[config.mk]
export PLATFORM = sky130hd
export DESIGN_NAME = dlfr_ram
export DESIGN_NICKNAME = d
export VERILOG_FILES = /design/src/rtl/core/dlfr_ram.sv
export SDC_FILE = /design/constraint.sdc
export NUM_CORES = 1
export LEC_CHECK = 0
export BUFFER_PORTS_ARGS = -buffer_cell sky130_fd_sc_hd__buf_4
export CORE_MARGIN = 5
export CORE_UTILIZATION = 35
export CTS_CLUSTER_SIZE = 28
export DETAILED_ROUTE_END_ITERATION = 12
export MAX_ROUTING_LAYER = met4
export PLACE_DENSITY = 0.56
export SLEW_MARGIN = 40
export SYNTH_ARGS = -nofsm -noshare
export SYNTH_HDL_FRONTEND = slang
export SYNTH_SLANG_ARGS = --single-unit
[constraint.sdc]
create_clock -name aclk -period 4.85 [get_ports aclk]
set_input_delay 0.97 -clock aclk [delete_from_list [all_inputs] [get_ports aclk]]
set_output_delay 0.97 -clock aclk [all_outputs]
set_load 0.02 [all_outputs]
[src/rtl/core/dlfr_ram.sv]
// generic simple dual port ram (separate write and read address) with registered read
`default_nettype none
module dlfr_ram #(
    parameter int WIDTH = 32,
    parameter int DEPTH = 16
) (
    input  wire                      aclk,
    input  wire                      we,
    input  wire [$clog2(DEPTH)-1:0]  waddr,
    input  wire [WIDTH-1:0]          wdata,
    input  wire [$clog2(DEPTH)-1:0]  raddr,
    output logic [WIDTH-1:0]         rdata
);
    logic [WIDTH-1:0] mem [DEPTH];

    always_ff @(posedge aclk) begin
        if (we)
            mem[waddr] <= wdata;
        rdata <= mem[raddr];
    end
endmodule
`default_nettype wire

**Word-level counts from Yosys, hierarchy flattened**

Memories as Yosys holds them, arrays and structs flattened. A register that Yosys moved wholly into a read port is not among the register bits.
Index checks and enable logic that the tools add are counted.

- Word-level logic and storage cells: 3
- Register bits: 0
- Output and inout port bits: 32
- Bits in writable memories: 512
- Memories kept: 1

Memories:

| name | words | bits a word | rd ports | clocked after memory_dff | write ports | line | RTL |
|---|---|---|---|---|---|---|---|
| mem | 16 | 32 | 1 | 1 | 1 | 14 | `logic [WIDTH-1:0] mem [DEPTH];` |

- Multiplexer cells: 2

Operators with widths:

| cell | number |
|---|---|
| $mux 1 | 2 |

**Longest topological paths before layout**

- Depth after elaboration: 2
- Gate-level depth with buffers: 5
- Gate-level depth less buffers: 3

**Worst setup path after synthesis**

No wires, ideal clock.

- Path type: input to register
- Start point: input port waddr[2]
- End point: memory mem[0][0], enable pin
- Path buffers: 0
- Required time: 4.389 ns
- Setup time: 0.461 ns
- Arrival: 3.688 ns
- Stages on the path: 2
- Setup slack: 0.700 ns
- Cell sequence: or3b_2 nor3_1

RTL lines:

| item | line | RTL |
|---|---|---|
| start: declaration | 9 | `input wire [$clog2(DEPTH)-1:0] waddr,` |
| end: declaration | 14 |  |

Straight into the memory's write port.

**Worst setup path after layout**

- Start point: input port waddr[2]
- End point: memory mem[2][0], enable pin

Straight into the memory's write port.

==> results.txt <==
The run finished with clean final reports. The I/O pin total is 74. The met2 layer usage reported by global route came out at 21.6%. The horizontal die dimension is 248 um.

The pin count of the biggest net entering global routing came out at 47. The shortest clock period the worst path allows after layout is 2.43 ns. The total DRC errors in the routed layout is 0. The reported leakage power is 7.44 nW. The number of antenna violations at the first check in global routing is 1. The count of final max-slew check failures came out at 0. The violation count after the first detailed-routing iteration came out at 729. The post-route clock period utilization is 50.0%. The most used flip-flop cell after synthesis is sky130_fd_sc_hd__edfxtp_1.

The first TritonRoute pass finished after 5 iterations. Clock latency on the worst-skew pair, taken at its later pin, is 0.61 ns. The worst setup path is captured at a flip-flop.

The post-detailed-placement half-perimeter wirelength is 23,800 um. Measured against its own limit, the worst slew margin works out to 43.2%. The worst endpoint required time is 5.13 ns. The clock tree buffer depth came out at 3.

The delay of the slowest cell on the worst path came out at 0.65 ns. The pin slew with the least headroom to its limit is 0.850 ns. The net count of the finished layout came out at 996.

The fraction of synthesis flops using an asynchronous set or reset pin came out at 0%. The biggest area contributor in the post-synthesis netlist is sky130_fd_sc_hd__edfxtp_1. The level count of the clock H-tree came out at 2. The remaining number of nets flagged by the antenna check after routing came out at 0. The worst clock skew is 0.0257 ns. Once the floorplan was initialized, standard cells occupied 35.3% of the core. The number of global-route vias before repair is 9,640.

The post-CTS setup buffer count is 0. Traced cell by cell, the critical path runs through buf_4 > or3b_2 > nor2_4 > buf_4. The count of cells along the worst hold path came out at 1.

The overall routing resource usage is 14.3%. When the netlist entered floorplanning its net count stood at 880. The power per cell area is 419 mW/mm^2. The final wirelength is 42,500 um. The register-to-register setup slack came out at 3.47 ns.

The cts-stage hold buffer count is 0. The routing usage on met1 is 20.5%. Counting stages on the worst path, the most repeated cell is sky130_fd_sc_hd__buf_4. The average cell area after synthesis is 23.7 um^2. The total of endpoints with negative setup slack in the final report is 0.

The die footprint came out at 0.0616 mm^2. The area of the mapped netlist is 0.0199 mm^2. The vertical die dimension is 248 um. Static timing analysis puts the maximum clock frequency at 412 MHz. The worst hold path terminates at mem[10][14]. Counting flops with a built-in enable in the synthesized netlist gives 512. The highest fanout seen on the critical path came out at 20.

In the final timing run, aggregate negative setup slack is 0 ns. The core region is 0.0563 mm^2. The clock slew at the register clock pins of the worst setup and hold paths came out at 0.06 ns. The area share of the largest cell type after synthesis came out at 77.4%. The layout-stage area growth over the synthesis result is 17.8%. The minimum setup slack in the final design came out at 2.42 ns. The critical register-to-register path startpoint is mem[2][26]. The number of cells on the worst reg-to-reg path is 3. The launching element type of the critical path is an input pin.

The average detailed-routed wire length per instance came out at 24.2 um. The instance count of the mapped netlist came out at 838. Counting the fill cells in the layout gives 4,875.

IR analysis of the VDD net gives a maximum drop of 262 uV. The routing usage on met3 is 2.71%. The final non-filler cell area is 0.0234 mm^2.

TritonCTS built the clock tree. The total via count after detailed routing is 8,971. Yosys attributes the largest share of cell area to sky130_fd_sc_hd__edfxtp_1 (77%), sky130_fd_sc_hd__mux4_2 (15%), sky130_fd_sc_hd__dfxtp_1 (3.2%). The number of buffers inserted during clock tree synthesis is 54.

The total grt overflow is 0. The critical path in this run is classified as input pin to flip-flop. Setup repair after global routing left no endpoint under its margin. The count of instances resized after the clock tree is built is 0. The most common cell in the synthesized netlist is sky130_fd_sc_hd__edfxtp_1. The count of standard-cell rows came out at 87. The data arrival time of the critical path is 2.71 ns. The worst hold path begins at wdata[14]. Using the TritonRoute via totals, the vias-per-cell ratio works out to 5.11. The share of the Yosys chip area taken by registers is 80.7%. The cell sitting at the root of the clock tree is a sky130_fd_sc_hd__clkbuf_16. Counting flops and latches in the post-synthesis netlist gives 544.

The slowest stage of the critical path belongs to the cell sky130_fd_sc_hd__nor2_4. Max-cap violations in this run came to 0. The number of failing hold endpoints at the final stage came to 0.

The layout cell share with drive strength beyond 1 came out at 33.5%. The first global-routing pass estimated 63,300 um of wire. The count of cell types in the netlist is 18.

In this run the critical register-to-register path is captured at rdata[26]. The total of warnings raised by yosys came out at 0. The count of input and output buffers came out at 73. The TritonCTS sink count came out at 544. The share of the core filled with cells came out at 41.5%.

After detailed placement, the total cell area comes to 0.0216 mm^2. The last weighted congestion value of the routability-driven placer came out at 0.694. The worst hold path belongs to the class input pin to flip-flop.

The setup slack at placement came out at 1.80 ns. The peak-usage layer in the global routing report is met2. Ranked by instance count, the synthesized netlist is headed by sky130_fd_sc_hd__edfxtp_1 (512), sky130_fd_sc_hd__mux4_2 (128), sky130_fd_sc_hd__a22oi_1 (64). The total power is 0.00979 W.
-- metrics by stage --
step / hold slack, ns / instances
after global placement: 0.654 / 1647
final: 0.654 / 1755
after global routing: 0.639 / 1755
after floorplan: 0.635 / 838
after detailed placement: 0.658 / 1653
after CTS: 0.610 / 1753
-- cells in the final DEF (no fill, tap or decap) --
master and instances:
sky130_fd_sc_hd__edfxtp_1 512, sky130_fd_sc_hd__mux4_2 128, sky130_fd_sc_hd__buf_4 91, sky130_fd_sc_hd__a22oi_1 64, sky130_fd_sc_hd__clkbuf_16 54, sky130_fd_sc_hd__nand2_1 33, sky130_fd_sc_hd__dfxtp_1 32, sky130_fd_sc_hd__clkinv_2 14
sky130_fd_sc_hd__nor2_4 13, sky130_fd_sc_hd__clkbuf_1 12, sky130_fd_sc_hd__clkbuf_8 9, sky130_fd_sc_hd__clkinv_1 6, sky130_fd_sc_hd__buf_16 6, sky130_fd_sc_hd__nor3_2 4, sky130_fd_sc_hd__buf_12 4, sky130_fd_sc_hd__nor2b_4 2
sky130_fd_sc_hd__nand3b_1 2, sky130_fd_sc_hd__nand2b_1 2, sky130_fd_sc_hd__clkinv_8 2, sky130_fd_sc_hd__clkinvlp_4 2, sky130_fd_sc_hd__diode_2 1, sky130_fd_sc_hd__and2_4 1, sky130_fd_sc_hd__nand3_1 1, sky130_fd_sc_hd__or3b_2 1
sky130_fd_sc_hd__clkinv_16 1, sky130_fd_sc_hd__bufinv_16 1, sky130_fd_sc_hd__buf_8 1
-- kinds of logic (layout without fill, tap and decap cells) --
family / Yosys count / in the layout / share of synthesized area [%]
buf+inv: 43 / 203 / 1.12
flops: 544 / 544 / 80.7
other cells: 0 / 1 / 0
mux: 128 / 128 / 14.5
simple gates: 59 / 59 / 1.27
compound gates: 64 / 64 / 2.42
-- critical path, delay by kind of cell --
kind | cells | cell delay, ns
buffers and inverters | 2 | 0.49
AND/OR/NAND/NOR | 2 | 1.24
-- per-layer routing --
metal / share of wire (%) / up-vias
met3: 5.2 / 52
met5: 0 / -
met1: 47 / 4862
li1: - / 3809
met4: 1.6 / 0
met2: 47 / 248
-- area by class of cell --
type	count	area, um^2	share of cell area (%)
clock buffers	74	1510	6.44
repair buffers	103	957	4.09
well taps	756	946	4.05
flip-flops and latches	544	16000	68.5
clock inverters	26	200	0.856
diodes	1	2.50	0.0107
multi-input cells	251	3750	16.0
-- how the worst max path moves through the flow --
stage | slack, ns | to | cells after the start | start
CTS | 2.44 | mem[2][0] | 4 | waddr[2]
detailed placement | 1.80 | mem[2][0] | 4 | waddr[2]
global placement | 1.79 | mem[3][31] | 3 | waddr[2]
global route | 2.36 | mem[2][30] | 4 | waddr[2]
floorplan | 0.70 | mem[0][0] | 2 | waddr[2]
finish | 2.42 | mem[2][0] | 4 | waddr[2]
-- sequential cells by signal, indices dropped and copies added, names as in the netlist --
signal	count
mem	512
rdata	32
-- report_power, final --
group | leakage (nW) | internal (W) | switching (W)
Combinational | 1.70 | 0.000225 | 0.000304
Clock | 0.841 | 0.00223 | 0.00174
Sequential | 4.89 | 0.00526 | 0.0000342
Total | 7.44 | 0.00771 | 0.00207
(Power assumes the default switching activity.)
